==> src/hdl/accel_tilt_angles_defines.svh <==
// assertion helpers, expect clk and arst_n in scope
`ifndef ACCEL_TILT_ANGLES_DEFINES_SVH
`define ACCEL_TILT_ANGLES_DEFINES_SVH

// same-cycle implication
`define ATA_ASSERT_IMP(lbl, ante, cons) \
	lbl: assert property (@(posedge clk) disable iff (!arst_n) (ante) |-> (cons)) \
		else $error("ata check failed");

// next-cycle implication
`define ATA_ASSERT_NXT(lbl, ante, cons) \
	lbl: assert property (@(posedge clk) disable iff (!arst_n) (ante) |=> (cons)) \
		else $error("ata check failed");

`endif

==> src/hdl/ata_pkg.sv <==
`default_nettype none
package ata_pkg;
	localparam int DATA_W       = 16;
	localparam int SQ_W         = 32;
	localparam int ISQ_STEPS    = 24;
	localparam int ROOT_W       = ISQ_STEPS;
	localparam int REM_W        = ROOT_W + 4;
	localparam int CORDIC_STEPS = 16;
	localparam int TABLE_LEN    = 24;
	localparam int CRD_N        = (CORDIC_STEPS < TABLE_LEN) ? CORDIC_STEPS : TABLE_LEN;
	localparam int PRE_SHIFT    = 8;
	localparam int XY_W         = 28;
	localparam int Z_W          = 25;
	localparam int DEG_SH       = 16;
	localparam int DEG_W        = 8;
	localparam int CFG_W        = 8;
	localparam logic signed [Z_W-1:0] Z_MAX = Z_W'(90 * 65536);

	localparam logic [0:0] REG_MIN_DEGREE = 1'b0;
	localparam logic [0:0] REG_MAX_DEGREE = 1'b1;

	localparam logic signed [Z_W-1:0] ATAN_TAB [TABLE_LEN] = '{
		25'sd2949120, 25'sd1740967, 25'sd919879, 25'sd466945, 25'sd234379, 25'sd117304,
		25'sd58666, 25'sd29335, 25'sd14668, 25'sd7334, 25'sd3667, 25'sd1833,
		25'sd917, 25'sd458, 25'sd229, 25'sd115, 25'sd57, 25'sd29,
		25'sd14, 25'sd7, 25'sd4, 25'sd2, 25'sd1, 25'sd0
	};

	typedef struct packed {
		logic              vld;
		logic              neg;
		logic              mag_zero;
		logic [DATA_W-1:0] mag;
	} ata_tag_t;

	typedef struct packed {
		logic vld;
		logic neg;
		logic mag_zero;
		logic r_zero;
	} ata_crd_tag_t;
endpackage
`default_nettype wire

==> src/hdl/ata_cordic.sv <==
`default_nettype none
`include "accel_tilt_angles_defines.svh"
module ata_cordic (
	input  wire                              clk,
	input  wire                              arst_n,
	input  wire                              en,
	input  wire  [ata_pkg::ROOT_W-1:0]       root,
	input  ata_pkg::ata_tag_t                tag_in,
	output logic signed [ata_pkg::Z_W-1:0]   z,
	output ata_pkg::ata_crd_tag_t            tag_out
);
	import ata_pkg::*;

	logic signed [XY_W-1:0] x_s [0:CRD_N];
	logic signed [XY_W-1:0] y_s [0:CRD_N];
	logic signed [Z_W-1:0]  z_s [0:CRD_N];
	ata_crd_tag_t           t_s [0:CRD_N];

	assign x_s[0] = XY_W'(root);
	assign y_s[0] = XY_W'({tag_in.mag, PRE_SHIFT'(0)});
	assign z_s[0] = '0;
	assign t_s[0] = '{vld: tag_in.vld, neg: tag_in.neg, mag_zero: tag_in.mag_zero,
		r_zero: (root == '0)};

	for (genvar i = 0; i < CRD_N; i++) begin : g_rot
		logic signed [XY_W-1:0] xs;
		logic signed [XY_W-1:0] ys;
		logic                   up;

		assign xs = x_s[i] >>> i;
		assign ys = y_s[i] >>> i;
		assign up = !y_s[i][XY_W-1];

		always_ff @(posedge clk or negedge arst_n) begin
			if (!arst_n) begin
				t_s[i+1] <= '0;
			end else if (en) begin
				t_s[i+1] <= t_s[i];
			end
		end

		always_ff @(posedge clk) begin
			if (en) begin
				x_s[i+1] <= up ? x_s[i] + ys : x_s[i] - ys;
				y_s[i+1] <= up ? y_s[i] - xs : y_s[i] + xs;
				z_s[i+1] <= up ? z_s[i] + ATAN_TAB[i] : z_s[i] - ATAN_TAB[i];
			end
		end
	end

	assign z       = z_s[CRD_N];
	assign tag_out = t_s[CRD_N];

	`ATA_ASSERT_NXT(a_crd_hold, !en, $stable(t_s[CRD_N].vld))
endmodule
`default_nettype wire

==> config.mk <==
export PLATFORM = sky130hd
export DESIGN_NAME = ata_cordic
export DESIGN_NICKNAME = d
export VERILOG_FILES = /design/src/hdl/ata_pkg.sv /design/src/hdl/ata_cordic.sv
export VERILOG_INCLUDE_DIRS = /design/src /design/src/hdl
export SDC_FILE = /design/constraint.sdc
export NUM_CORES = 2
export LEC_CHECK = 0
export BUFFER_PORTS_ARGS = -buffer_cell sky130_fd_sc_hd__buf_2
export CAP_MARGIN = 30
export CORE_MARGIN = 2
export CORE_UTILIZATION = 50
export DETAILED_ROUTE_END_ITERATION = 12
export PLACE_DENSITY = 0.65
export REMOVE_ABC_BUFFERS = 1
export SLEW_MARGIN = 20
export SYNTH_ARGS = -nofsm -noshare
export SYNTH_HDL_FRONTEND = slang
export SYNTH_SLANG_ARGS = --single-unit
==> constraint.sdc <==
create_clock -name clk -period 6.3 [get_ports clk]
set_input_delay 0.315 -clock clk [delete_from_list [all_inputs] [get_ports clk]]
set_output_delay 0.315 -clock clk [all_outputs]
set_load 0.01 [all_outputs]
After elaboration in Yosys (flattened, before gate mapping)
Index checks and enable logic that the tools add are counted.
{"block": "totals", "inputBits": 46, "elab_cells": 235, "rom_bits": 0, "latchBits": 0, "output_inout_bits": 29, "register_bits": 1245, "ram_bits": 0, "memories": 0}
{"block": "classes", "div_mod_pow": 0, "bitwise_logic": 0, "n_shift": 0, "multipliers": 0, "muxes": 42, "order_cmp": 0, "n_eq_ne": 0, "n_reduce_logical": 1, "addsub": 84}
{"operator": "$mux 28", "count": 27}
{"operator": "$mux 25", "count": 14}
{"operator": "$add 28x15->28", "count": 2}
{"operator": "$add 28x16->28", "count": 2}
{"operator": "$add 28x17->28", "count": 2}
{"operator": "$add 28x18->28", "count": 2}
{"operator": "$add 28x19->28", "count": 2}
{"operator": "$add 28x20->28", "count": 2}
{"operator": "$add 28x21->28", "count": 2}
{"operator": "$add 28x22->28", "count": 2}
{"operator": "$add 28x23->28", "count": 2}
{"operator": "$add 28x24->28", "count": 2}
{"operator": "$add 28x25->28", "count": 2}
{"operator": "$add 28x26->28", "count": 2}
{"operator": "$sub 28x15->28", "count": 2}
{"operator": "$sub 28x16->28", "count": 2}
{"operator": "$sub 28x17->28", "count": 2}
{"operator": "$sub 28x18->28", "count": 2}
{"operator": "$sub 28x19->28", "count": 2}
{"operator": "$sub 28x20->28", "count": 2}
{"operator": "$sub 28x21->28", "count": 2}
{"operator": "$sub 28x22->28", "count": 2}
{"operator": "$sub 28x23->28", "count": 2}
{"operator": "$sub 28x24->28", "count": 2}
{"operator": "other kinds (40)", "count": 42}

Depth between registers and ports, before layout
{"block": "logic_depth", "word_depth": 2, "depth_mapped": 20, "mapped_depth_nobuf": 19}

Least setup slack after synthesis
Ideal clock, no wire load.
{"block": "synth_path", "path_type": "reg2reg", "startpoint": "register y_s (netlist bit g_rot[3].ys[24])", "endpoint": "register y_s (netlist bit g_rot[4].ys[23]) (data pin)", "setup_time_ns": 0.260, "period_less_slack_ns": 4.443, "arrival_ns": 4.183, "slack_ns": 1.857, "required_ns": 6.040, "path_stages_with_launch": 17, "path_buffers": 1, "path_cell_list": "edfxtp_1 -> clkbuf_1 -> clkinv_1 -> nand2_1 -> o21ai_0 -> nor2_1 -> xnor2_1 -> ha_1 -> a2111oi_0 -> o21ai_0 -> o221ai_1 -> o21a_1 -> a31oi_1 -> and4_1 -> a2111o_1 -> a21oi_1 -> xnor2_1"}
{"block": "synth_via", "elab_chain_len": 2, "elab_cells_between_ends": 3, "cone_classes": "add/sub: 2; mux: 1"}
{"item": "start: declaration", "line_no": "ata_cordic.sv:15", "text": "logic signed [XY_W-1:0] y_s [0:CRD_N];"}
{"item": "start signal: indexed assignment", "line_no": "ata_cordic.sv:45", "text": "y_s[i+1] <= up ? y_s[i] - xs : y_s[i] + xs;"}
{"item": "$sub 28x25->28 or $add 28x25->28 (tied branches)", "line_no": "ata_cordic.sv:45"}
{"item": "$mux 28 (*)", "line_no": "ata_cordic.sv:45"}
Every way passes the cells marked *; elsewhere a longest branch is shown, timed or not.
A chain may end at the register's enable or synchronous reset.

Worst setup path after layout
{"block": "layout_path", "startpoint": "register x_s (netlist bit g_rot[5].xs[2])", "endpoint": "register y_s (netlist bit g_rot[6].ys[17]) (data pin)"}
{"block": "layout_via", "elab_chain_len": 2, "elab_cells_between_ends": 3, "cone_classes": "add/sub: 2; mux: 1"}
{"item": "start: declaration", "line_no": "ata_cordic.sv:14", "text": "logic signed [XY_W-1:0] x_s [0:CRD_N];"}
{"item": "start signal: indexed assignment", "line_no": "ata_cordic.sv:44", "text": "x_s[i+1] <= up ? x_s[i] + ys : x_s[i] - ys;"}
{"item": "$sub 28x23->28 or $add 28x23->28 (tied branches)", "line_no": "ata_cordic.sv:45"}
{"item": "$mux 28 (*)", "line_no": "ata_cordic.sv:45"}
Marks and branches as above.

==> metrics <==
Die Area=193600 µm²; TritonCTS Buffers=around 140; final max-slew violation count=0; Via density=a little under 6; R2R cell count=17; GRT overflow=0; Main synth FF type=edfxtp_1; # Post-CTS Setup Buffers=0; initial antenna violation count=3; TritonCTS clock tree=yes; clock sinks=1158; Cell variety after synth=roughly 100; Syn Area/Cell=roughly 10 µm²; Worst Setup EP=g_rot[6].ys[17]; H-tree depth=4; Setup CP Type=flop to flop; clock buffer depth=3; post-synthesis register bit count=roughly 1.2k; Port Buf Inserts=73; count of final hold-check violations=0; asr flop ratio synth=~5.5%; Top Ports=75; most frequent cells in the layout=ha_1 (1132), edfxtp_1 (1094), a21oi_1 (992); Max Cap Viol=0; f_max=between 0.15 and 0.2 GHz; Slew @ Worst Pin=~1 ns; clk root buf=clkbuf_16; largest net degree at the start of global routing=about 160; Tmin final=approximately 5.2 ns; Hold Path Class=input pin to flop; status=finished, final reports clean; Initial DRC Count=about 5k; core outline area=approximately 190000 µm²; Post-synth EDFFs=about 1.1k; Crit. Startpoint=g_rot[5].xs[2]; most common cell after layout, fill and taps aside=ha_1; Rel. slew slack=between 30% and 40%; final setup vio count=0; Synth top area share=around a third; endpoint class of the critical path=flop; drt wl/cell=19.11 µm; fillcell total=roughly 17k; unrepaired setup endpoints after global routing=no; Layout Skew=approximately 0.032 ns; critical path data required time=6.83 ns; initial core utilization=approximately 50%; Mapped Area=95060 µm²; Residual DRC=0; Startpoint Class=flop; vias in the first global route=around 72k; Post-Synthesis Cells=9774; clock-pin slew on the worst setup and hold paths=about 0.060 ns; largest area contributor in the netlist=edfxtp_1; worst r2r src=g_rot[5].xs[2]; fin nets=around 11k; final wirelength=between 200000 and 250000 µm; first-pass GRT wire length=381800 µm; vias post-DR=between 70k and 80k; die width=440.0 µm; Final TNS setup=0 ns; fin crit share=82.09%; sequential-to-total area share from yosys stat=a little over a third; Worst Path Max Fanout=5; global-route usage over all layers=approximately a quarter; # rows=160; antenna-violating nets left=0; CP arrival=5.70 ns; slack of the worst reg-to-reg path=between 1 and 1.5 ns; Synth warnings=0; Synth-to-Final Area Change=8.470%; die extent in y=between 400 and 500 µm; clock latency on the worst-skew pair=0.80 ns; layout cells sized above 1=5.093%; synth top area cells=edfxtp_1 (35%), ha_1 (15%), xnor2_1 (8.1%); GP Congestion=just over 0.9; TritonRoute pass-1 iters=8; RR Endpoint=g_rot[6].ys[17]; HPWL after DPL=roughly 190000 µm
[critical path, cell delays in order (launching register included)]
cell and delay [ns]:
edfxtp_1 0.48, nor3_1 0.23, nand2b_1 0.13, or3_1 0.36
or3_1 0.41, nor4_1 0.68, a21oi_1 0.18, xor2_1 0.18
ha_1 0.36, a21o_1 0.20, or3b_2 0.48, o32ai_1 0.30
a21oi_1 0.11, a211oi_1 0.36, nor2b_1 0.09, o21a_1 0.17
nor2_1 0.11, xnor2_1 0.08
[cells by family after synthesis]
| logic type | Yosys count | synth area share, % |
|---|---|---|
| adders and majority gates | 1167 | 15.64 |
| DFF | 1158 | 36.24 |
| xor gates and xnor gates | 1404 | 12.94 |
| AOI/OAI and AO/OA | 2775 | 18.59 |
| other | 1 | 0.003945 |
| muxes | 108 | 1.258 |
| and+or+nand+nor | 2548 | 12.79 |
| buffers and inverters | 613 | 2.542 |
[synth_stat cells (all sizes together), types with 67 or more instances]
master	number
xnor2	880
a21o	448
nand2	464
a211oi	73
mux2	92
o21bai	135
nand2b	109
a31oi	113
nand4	67
o21ai	439
xor2	524
nor3	273
nand3	151
o21a	160
nor2b	133
nor2	934
ha	1132
nor4	87
inv	436
a21oi	994
clkbuf	127
edfxtp	1094
[per-stage QoR]
step | hold WS (ns) | utilization [%] | worst slack (ns) | instances | area, µm²
floorplan | 0.01941 | - | 0.9659 | 9600 | 94290
global placement | 0.4075 | 51.83 | 1.297 | 12230 | 98260
detailed placement | 0.4186 | 51.83 | 1.234 | 12230 | 98270
CTS | 0.002768 | 54.37 | 1.222 | 12500 | 103100
global route | 0.04496 | 54.39 | 0.7200 | 12510 | 103100
finish | 0.06213 | 54.39 | 1.128 | 12510 | 103100
[state kept, by name, indices dropped and copies added (netlist names)]
signal,count
z_s,309
t_s,60
y_s,104
g_rot.xs,283
g_rot.ys,283
tag_out,4
z,24
x_s,91
[cell type report]
class,count,area (µm²),area share [%]
flip-flops and latches,1158,34450,33.41
diodes,2,5.005,0.004854
clock buffers,165,3745,3.632
clock inverters,87,897.1,0.8701
multi-input cells,8003,58200,56.44
well taps,2511,3142,3.047
repair buffers,142,1025,0.9938
inverters,439,1648,1.598
[worst min-delay path by stage]
stage                  start              end  slack (ns)  cells after the start
floorplan             arst_n          t_s[10]        0.02                      0
detailed placement  z_s[277]         z_s[252]        0.42                      0
global placement    z_s[201]         z_s[176]        0.41                      0
global route              en  g_rot[6].ys[20]        0.04                      1
CTS                 root[22]  g_rot[1].xs[23]       0.003                      3
finish              root[22]  g_rot[1].xs[23]        0.06                      3
[metal layers]
metal	wire length, µm	vias to the layer above	global-route usage, %
met5	0	-	0
met4	7502	0	8.026
met3	9580	415	2.805
met2	120100	1609	44.36
met1	101800	34770	29.86
li1	-	36280	-
[timing repair]
action / 4_1_cts / 5_1_grt
hold buffers: 16 / 0
resized for setup: 0 / 0
endpoints found under the hold margin: 88 / 0
Power is left out: the tool's default activity adds up to more than one toggle a clock period on the data nets, which glitch-free logic cannot reach.
