--- src/hdl/accel_tilt_angles_defines.svh ---
// assertion helpers, expect clk and arst_n in scope
`ifndef ACCEL_TILT_ANGLES_DEFINES_SVH
`define ACCEL_TILT_ANGLES_DEFINES_SVH

// same-cycle implication
`define ATA_ASSERT_IMP(lbl, ante, cons) \
	lbl: assert property (@(posedge clk) disable iff (!arst_n) (ante) |-> (cons)) \
		else $error("ata check failed");

// next-cycle implication
`define ATA_ASSERT_NXT(lbl, ante, cons) \
	lbl: assert property (@(posedge clk) disable iff (!arst_n) (ante) |=> (cons)) \
		else $error("ata check failed");

`endif

--- src/hdl/ata_pkg.sv ---
`default_nettype none
package ata_pkg;
	localparam int DATA_W       = 16;
	localparam int SQ_W         = 32;
	localparam int ISQ_STEPS    = 24;
	localparam int ROOT_W       = ISQ_STEPS;
	localparam int REM_W        = ROOT_W + 4;
	localparam int CORDIC_STEPS = 16;
	localparam int TABLE_LEN    = 24;
	localparam int CRD_N        = (CORDIC_STEPS < TABLE_LEN) ? CORDIC_STEPS : TABLE_LEN;
	localparam int PRE_SHIFT    = 8;
	localparam int XY_W         = 28;
	localparam int Z_W          = 25;
	localparam int DEG_SH       = 16;
	localparam int DEG_W        = 8;
	localparam int CFG_W        = 8;
	localparam logic signed [Z_W-1:0] Z_MAX = Z_W'(90 * 65536);

	localparam logic [0:0] REG_MIN_DEGREE = 1'b0;
	localparam logic [0:0] REG_MAX_DEGREE = 1'b1;

	localparam logic signed [Z_W-1:0] ATAN_TAB [TABLE_LEN] = '{
		25'sd2949120, 25'sd1740967, 25'sd919879, 25'sd466945, 25'sd234379, 25'sd117304,
		25'sd58666, 25'sd29335, 25'sd14668, 25'sd7334, 25'sd3667, 25'sd1833,
		25'sd917, 25'sd458, 25'sd229, 25'sd115, 25'sd57, 25'sd29,
		25'sd14, 25'sd7, 25'sd4, 25'sd2, 25'sd1, 25'sd0
	};

	typedef struct packed {
		logic              vld;
		logic              neg;
		logic              mag_zero;
		logic [DATA_W-1:0] mag;
	} ata_tag_t;

	typedef struct packed {
		logic vld;
		logic neg;
		logic mag_zero;
		logic r_zero;
	} ata_crd_tag_t;
endpackage
`default_nettype wire

--- src/hdl/ata_isqrt.sv ---
`default_nettype none
`include "accel_tilt_angles_defines.svh"
module ata_isqrt (
	input  wire                          clk,
	input  wire                          arst_n,
	input  wire                          en,
	input  wire  [ata_pkg::SQ_W-1:0]     sq,
	input  ata_pkg::ata_tag_t            tag_in,
	output logic [ata_pkg::ROOT_W-1:0]   root,
	output ata_pkg::ata_tag_t            tag_out
);
	import ata_pkg::*;

	logic [SQ_W-1:0]   n_s    [0:ISQ_STEPS];
	logic [REM_W-1:0]  rem_s  [0:ISQ_STEPS];
	logic [ROOT_W-1:0] root_s [0:ISQ_STEPS];
	ata_tag_t          tag_s  [0:ISQ_STEPS];

	assign n_s[0]    = sq;
	assign rem_s[0]  = '0;
	assign root_s[0] = '0;
	assign tag_s[0]  = tag_in;

	for (genvar k = 0; k < ISQ_STEPS; k++) begin : g_step
		logic [1:0]       pair;
		logic [REM_W-1:0] t;
		logic [REM_W-1:0] trial;
		logic             take;

		// value is sq followed by 16 zero bits
		if (2 * k < SQ_W) begin : g_pair
			assign pair = n_s[k][SQ_W-1-2*k -: 2];
		end else begin : g_zero
			assign pair = 2'b00;
		end
		assign t     = {rem_s[k][REM_W-3:0], pair};
		assign trial = {2'b00, root_s[k], 2'b01};
		assign take  = (t >= trial);

		always_ff @(posedge clk or negedge arst_n) begin
			if (!arst_n) begin
				tag_s[k+1] <= '0;
			end else if (en) begin
				tag_s[k+1] <= tag_s[k];
			end
		end

		always_ff @(posedge clk) begin
			if (en) begin
				n_s[k+1]    <= n_s[k];
				rem_s[k+1]  <= take ? t - trial : t;
				root_s[k+1] <= {root_s[k][ROOT_W-2:0], take};
			end
		end
	end

	assign root    = root_s[ISQ_STEPS];
	assign tag_out = tag_s[ISQ_STEPS];

	`ATA_ASSERT_NXT(a_isq_hold_vld, !en, $stable(tag_s[ISQ_STEPS].vld))
	`ATA_ASSERT_NXT(a_isq_hold_root, !en && tag_s[ISQ_STEPS].vld, $stable(root_s[ISQ_STEPS]))
endmodule
`default_nettype wire

--- config.mk ---
export PLATFORM = sky130hd
export DESIGN_NAME = ata_isqrt
export DESIGN_NICKNAME = d
export VERILOG_FILES = /design/src/hdl/ata_pkg.sv /design/src/hdl/ata_isqrt.sv
export VERILOG_INCLUDE_DIRS = /design/src /design/src/hdl
export SDC_FILE = /design/constraint.sdc
export NUM_CORES = 2
export LEC_CHECK = 0
export BUFFER_PORTS_ARGS = -buffer_cell sky130_fd_sc_hd__buf_2
export CAP_MARGIN = 20
export CORE_ASPECT_RATIO = 2
export CORE_MARGIN = 3
export CORE_UTILIZATION = 50
export DETAILED_ROUTE_END_ITERATION = 10
export PLACE_DENSITY = 0.78
export SLEW_MARGIN = 20
export SYNTH_ARGS = -nofsm -noshare
export SYNTH_HDL_FRONTEND = slang
export SYNTH_SLANG_ARGS = --single-unit
--- constraint.sdc ---
create_clock -name clk -period 4.7 [get_ports clk]
set_input_delay 1.41 -clock clk [delete_from_list [all_inputs] [get_ports clk]]
set_output_delay 1.41 -clock clk [all_outputs]
set_load 0.03 [all_outputs]
* Word level (Yosys, flattened, before mapping) *
Cells that the tools add are included.

operators by class
  order comparisons = 24
  multiply operators = 0
  bitwise gates (word level) = 0
  eq/ne operators = 0
  div/mod/pow operators = 0
  shifts and indexed selects = 0
  muxes and demuxes = 23
  reduce and logical (&&, ||, !) cells = 0
  $add $sub $neg = 23

operators by type and width
  cell                                              number
  26-bit two-way mux                                22
  28-bit by 10-bit >= comparator with 1-bit output  1
  28-bit by 11-bit >= comparator with 1-bit output  1
  28-bit by 12-bit >= comparator with 1-bit output  1
  28-bit by 13-bit >= comparator with 1-bit output  1
  28-bit by 14-bit >= comparator with 1-bit output  1
  28-bit by 15-bit >= comparator with 1-bit output  1
  28-bit by 16-bit >= comparator with 1-bit output  1
  28-bit by 17-bit >= comparator with 1-bit output  1
  28-bit by 18-bit >= comparator with 1-bit output  1
  28-bit by 19-bit >= comparator with 1-bit output  1
  28-bit by 20-bit >= comparator with 1-bit output  1
  28-bit by 21-bit >= comparator with 1-bit output  1
  28-bit by 22-bit >= comparator with 1-bit output  1
  28-bit by 23-bit >= comparator with 1-bit output  1
  28-bit by 24-bit >= comparator with 1-bit output  1
  28-bit by 25-bit >= comparator with 1-bit output  1
  28-bit by 3-bit >= comparator with 1-bit output   1
  28-bit by 4-bit >= comparator with 1-bit output   1
  28-bit by 5-bit >= comparator with 1-bit output   1
  28-bit by 6-bit >= comparator with 1-bit output   1
  28-bit by 7-bit >= comparator with 1-bit output   1
  28-bit by 8-bit >= comparator with 1-bit output   1
  28-bit by 9-bit >= comparator with 1-bit output   1
  other kinds (25)                                  25

storage, ports and cells
  latch bits = 0
  word-level logic and storage cells = 236
  bits of input ports = 54
  register bits = 1571
  bits in writable memories = 0
  bits in read-only memories = 0
  memories = 0
  output and inout port bits = 43

* Depth between registers and ports, before layout *
  word-level depth = 2
  mapped depth = 13
  mapped depth without buffers = 13

* Least setup slack after synthesis *
OpenSTA, ideal clock, no wires.

  path type = reg-to-reg
  start = reg rem_s, in the netlist g_step[18].t[2]
  end = reg rem_s, in the netlist g_step[19].t[18], data pin
  data arrival time = 3.166 ns
  data required time = 4.431 ns
  path slack = 1.265 ns
  cell stages (with the launch flop) = 12
  clock period less this slack = 3.435 ns
  buffers on the path = 2
  setup time = 0.269 ns
  cells stage by stage = edfxtp_1 -> ha_1 -> fa_1 -> a21o_1 -> a21boi_0 -> o22ai_1 -> o41a_1 -> a221o_1 -> a21oi_1 -> clkbuf_1 -> clkbuf_1 -> o21ai_0

between the ends
  longest elaborated chain between the ends = 2
  elaborated cells between the ends (all ways) = 3
  classes of those cells = add/sub (1); order compare (1); mux (1)

RTL lines
  element                                                                                                                    line                              source
  from (decl)                                                                                                                ata_isqrt.sv:15                   logic [REM_W-1:0] rem_s [0:ISQ_STEPS];
  from (signal, indexed assignment)                                                                                          ata_isqrt.sv:51                   rem_s[k+1] <= take ? t - trial : t;
  26-bit by 20-bit subtractor with 26-bit output / 28-bit by 20-bit >= comparator with 1-bit output (equally long branches)  ata_isqrt.sv:51, ata_isqrt.sv:38
  26-bit two-way mux (*)                                                                                                     ata_isqrt.sv:51

Every way passes the cells marked *; elsewhere a longest branch is shown, timed or not.
A chain may end at the register's enable or synchronous reset.

* Worst setup path after layout *
  start = reg rem_s, in the netlist g_step[17].t[2]
  end = reg rem_s, in the netlist g_step[18].t[21], data pin

between the ends
  longest elaborated chain between the ends = 2
  elaborated cells between the ends (all ways) = 3
  classes of those cells = add/sub (1); order compare (1); mux (1)

RTL lines
  element                                                                                                                    line
  26-bit by 19-bit subtractor with 26-bit output / 28-bit by 19-bit >= comparator with 1-bit output (equally long branches)  ata_isqrt.sv:51, ata_isqrt.sv:38
  26-bit two-way mux (*)                                                                                                     ata_isqrt.sv:51

Marks and branches as above.

==> load_flow_metrics.sql <==
INSERT INTO impl_metrics (metric_group, metric, value, unit) VALUES
('layout', 'final_common_cell', 'edfxtp_1', ''),
('power_and_ir_drop', 'power.net_switching', '0.0103', 'W'),
('global_routing', 'grt_start_max_net_pins', '117', ''),
('synthesis', 'syn_inst_count', '5377', ''),
('global_routing', 'grt_pass1_vias', '44800', ''),
('placement', 'gp_congestion', '0.973', ''),
('clock_tree', 'cts-root-buf', 'clkbuf_16', ''),
('worst_setup_path', 'critical_path_arrival', '4.49', 'ns'),
('worst_setup_path', 'critical_path.max_fanout', '35', ''),
('job', 'cap_violations', '0', ''),
('sta', 'final.setup.tns', '0', 'ns'),
('sta', 'max_freq', '0.249', 'GHz'),
('layout', 'syn_to_final_growth', '10.7', '%'),
('power_and_ir_drop', 'combinationalPowerShare', '19.0', '%'),
('clock_tree', 'clockBufferDepth', '4', ''),
('route', 'routed-via-count', '41900', ''),
('floorplan', 'die_h', '540', 'µm'),
('synthesis', 'synthesized_area', '0.0713', 'mm²'),
('layout', 'mostFrequentLayoutCells', '1096 x edfxtp_1, 520 x mux2_2, 456 x dfrtp_1, 379 x inv_1, 315 x nor2_1', ''),
('power_and_ir_drop', 'p_sw_share', '26.8', '%'),
('sta', 'final.period_utilization', '85.4', '%'),
('global_routing', 'grt_most_used_layer', 'met2', ''),
('sta', 'max-slew-margin-rel', '23.0', '%'),
('layout', 'layout-drive-gt1-share', '16.5', '%'),
('synthesis', 'synth_top_area_share', '46.2', '%'),
('floorplan', 'floorplan.initialDensity', '50.5', '%'),
('synthesis', 'synth_fp_nets', '5749', ''),
('worst_setup_path', 'rr_worst_depth', '12', ''),
('global_routing', 'grt_util_all_layers', '18.5', '%'),
('route', 'detail_route.iter0.violations', '1928', ''),
('sta', 'clock_skew', '0.0587', 'ns'),
('sta', 'rsz0062_at_grt', 'no', ''),
('floorplan', 'core.rowCount', '195', ''),
('synthesis', 'ys_async_sr_fraction', '29.4', '%'),
('worst_hold_path', 'min_delay_path_depth', '0', ''),
('power_and_ir_drop', 'power_density', '487', 'mW/mm²'),
('floorplan', 'die_w', '273', 'µm'),
('clock_tree', 'cts_hold_repair.buffers', '0', ''),
('clock_tree', 'post-cts-setup-buffers', '0', ''),
('worst_hold_path', 'worstHoldStart', 'n_s[657]$_DFFE_PP_', ''),
('clock_tree', 'clk_pin_slew_worst_paths', '0.07', 'ns'),
('layout', 'filler_cell_count', '11000', ''),
('worst_setup_path', 'crit_type', 'flop to flop', ''),
('global_routing', 'grt.met2_usage', '37.9', '%'),
('global_routing', 'global_route_wire_length_before_repair', '219000', 'µm'),
('worst_setup_path', 'slowest_stage', 'or2_2', ''),
('global_routing', 'grt_util_met3', '2.40', '%'),
('placement', 'dp.final_hpwl', '98100', 'µm'),
('run_status', 'result_of_the_run', 'complete, no violations', ''),
('synthesis', 'average_footprint_of_a_synthesized_cell', '13.3', 'µm²'),
('global_routing', 'antenna_found_initial', '1', ''),
('global_routing', 'globalRouteMet1Util', '15.1', '%'),
('worst_setup_path', 'rrSetupSlack', '0.69', 'ns'),
('synthesis', 'seq_area_frac_synth', '62.2', '%'),
('synthesis', 'number_of_enable_type_register_cells_in_the_synthesized_netlist', '1096', ''),
('worst_setup_path', 'critical_path.endpoint_type', 'flop', ''),
('placement', 'placement.io_buffers', '96', ''),
('worst_setup_path', 'critPathRequiredTime', '5.18', 'ns'),
('worst_setup_path', 'crit_path_start_kind', 'flop', ''),
('power_and_ir_drop', 'clock_power_share', '30.1', '%'),
('floorplan', 'fp.coreArea', '0.141', 'mm²'),
('synthesis', 'synth.yosys.warnings', '0', ''),
('floorplan', 'die_area', '0.147', 'mm²'),
('power_and_ir_drop', 'power_frac_seq', '50.9', '%'),
('synthesis', 'synth-seq-cells', '1552', ''),
('route', 'vias_per_cell', '5.57', ''),
('worst_hold_path', 'worstHoldPathType', 'flop to flop', ''),
('layout', 'final_instance_count_excl_fillers', '7529', ''),
('synthesis', 'synth_cell_types', '85', ''),
('synthesis', 'synth.area.top_cells', 'edfxtp_1 46%, dfrtp_1 16%, mux2_2 8.2%, ha_1 5.5%, xnor2_1 2.8%', ''),
('worst_setup_path', 'regToRegStartpoint', 'g_step[17].t[2]$_SDFFCE_PP0P_', '');
through the flow:
stage	setup slack, ns	hold WS, ns	power (W)	instance area, µm²
2_1_floorplan	1.26	0.400	0.0249	71300
5_1_grt	0.307	0.380	0.0403	78900
3_5_place_dp	0.699	0.405	0.0271	74300
3_3_place_gp	0.814	0.400	0.0266	74300
6_report	0.686	0.377	0.0384	78900
4_1_cts	0.648	0.379	0.0387	78900
power groups by stage:
stage               logic, W  clock network [W]  registers [W]
floorplan            0.00567                  0         0.0192
global placement     0.00693                  0         0.0196
detailed placement   0.00728                  0         0.0198
CTS                  0.00734             0.0119         0.0195
global route         0.00809             0.0124         0.0199
finish               0.00730             0.0116         0.0195
area by class of cell:
cell class / count / area (µm²) / area share (%)
repair buffers: 162 / 1240 / 1.57
multi-input cells: 3315 / 25000 / 31.7
clock inverters: 66 / 639 / 0.810
well taps: 1871 / 2340 / 2.97
clock buffers: 182 / 3940 / 5.00
inverters: 380 / 1430 / 1.81
diodes: 1 / 2.50 / 0.00317
flip-flops and latches: 1552 / 44300 / 56.2
cell families (layout without fill, tap and decap cells):
kind of cell,count (synthesis),after routing,synth area share (%)
other cells,1,2,0.00526
flops,1552,1552,62.2
fa+ha+maj,318,318,5.66
simple gates,1160,1160,8.07
compound gates,877,877,7.68
buf+inv,510,790,2.79
mux,526,526,8.30
xor+xnor,433,433,5.32
cell usage after synthesis (6+ instances only):
cell,n
ha_1,311
clkbuf_1,100
mux2i_1,6
a21oi_1,292
o31ai_1,35
xor2_1,209
xnor2_1,224
o211ai_1,15
inv_1,379
a21o_1,111
or4_1,30
fa_1,7
o21ai_0,201
edfxtp_1,1096
a31oi_1,11
nor2_1,315
nand4_1,30
nand2_1,274
o31a_1,6
nor3_1,107
or2_2,17
a211o_1,7
buf_4,19
nor2b_1,45
nand3_1,72
nor4_1,66
o21a_1,56
dfrtp_1,456
and3_1,17
a211oi_1,36
o21bai_1,25
nor3b_1,9
and2_1,13
or3_1,49
buf_1,6
mux2_2,520
a2111oi_0,11
nand3b_1,14
a41oi_1,6
nand2b_1,69
sequential cells by signal (all words and copies together), names as in the netlist:
register      cells
g_step.trial    276
n_s             210
g_step.t        556
root             24
tag_out          19
g_step.pair      30
tag_s           437
how the worst max path moves through the flow:
stage	from	endpoint	slack, ns	depth (start not counted)
after floorplan	g_step[18].t[2]$_SDFFCE_PP0P_	g_step[19].t[18]$_DFFE_PP_	1.26	11
final	g_step[17].t[2]$_SDFFCE_PP0P_	g_step[18].t[21]$_DFFE_PP_	0.69	12
after detailed placement	g_step[17].t[2]$_SDFFCE_PP0P_	g_step[18].t[21]$_DFFE_PP_	0.70	12
after CTS	g_step[17].t[2]$_SDFFCE_PP0P_	g_step[18].t[21]$_DFFE_PP_	0.65	12
after global routing	g_step[17].t[2]$_SDFFCE_PP0P_	g_step[18].t[21]$_DFFE_PP_	0.31	12
after global placement	g_step[20].t[2]$_SDFFCE_PP0P_	g_step[21].t[5]$_DFFE_PP_	0.81	10
critical path, delay by kind of cell (launching register included):
kind	cells	cell delay [ns]
AOI/OAI and AO/OA	7	1.86
and+or+nand+nor	1	0.65
adders and majority gates	2	0.46
DFF	1	0.45
buffers and inverters	1	0.19
xor gates and xnor gates	1	0.12
metal layers:
metal,share of wire (%),up-vias,wire length (µm)
met3,3.0,497,4090
met1,30,20700,41100
met4,8.8,0,12000
li1,-,19900,-
met2,58,865,79400
met5,0,-,0
Power figures use the tool's default switching activity.
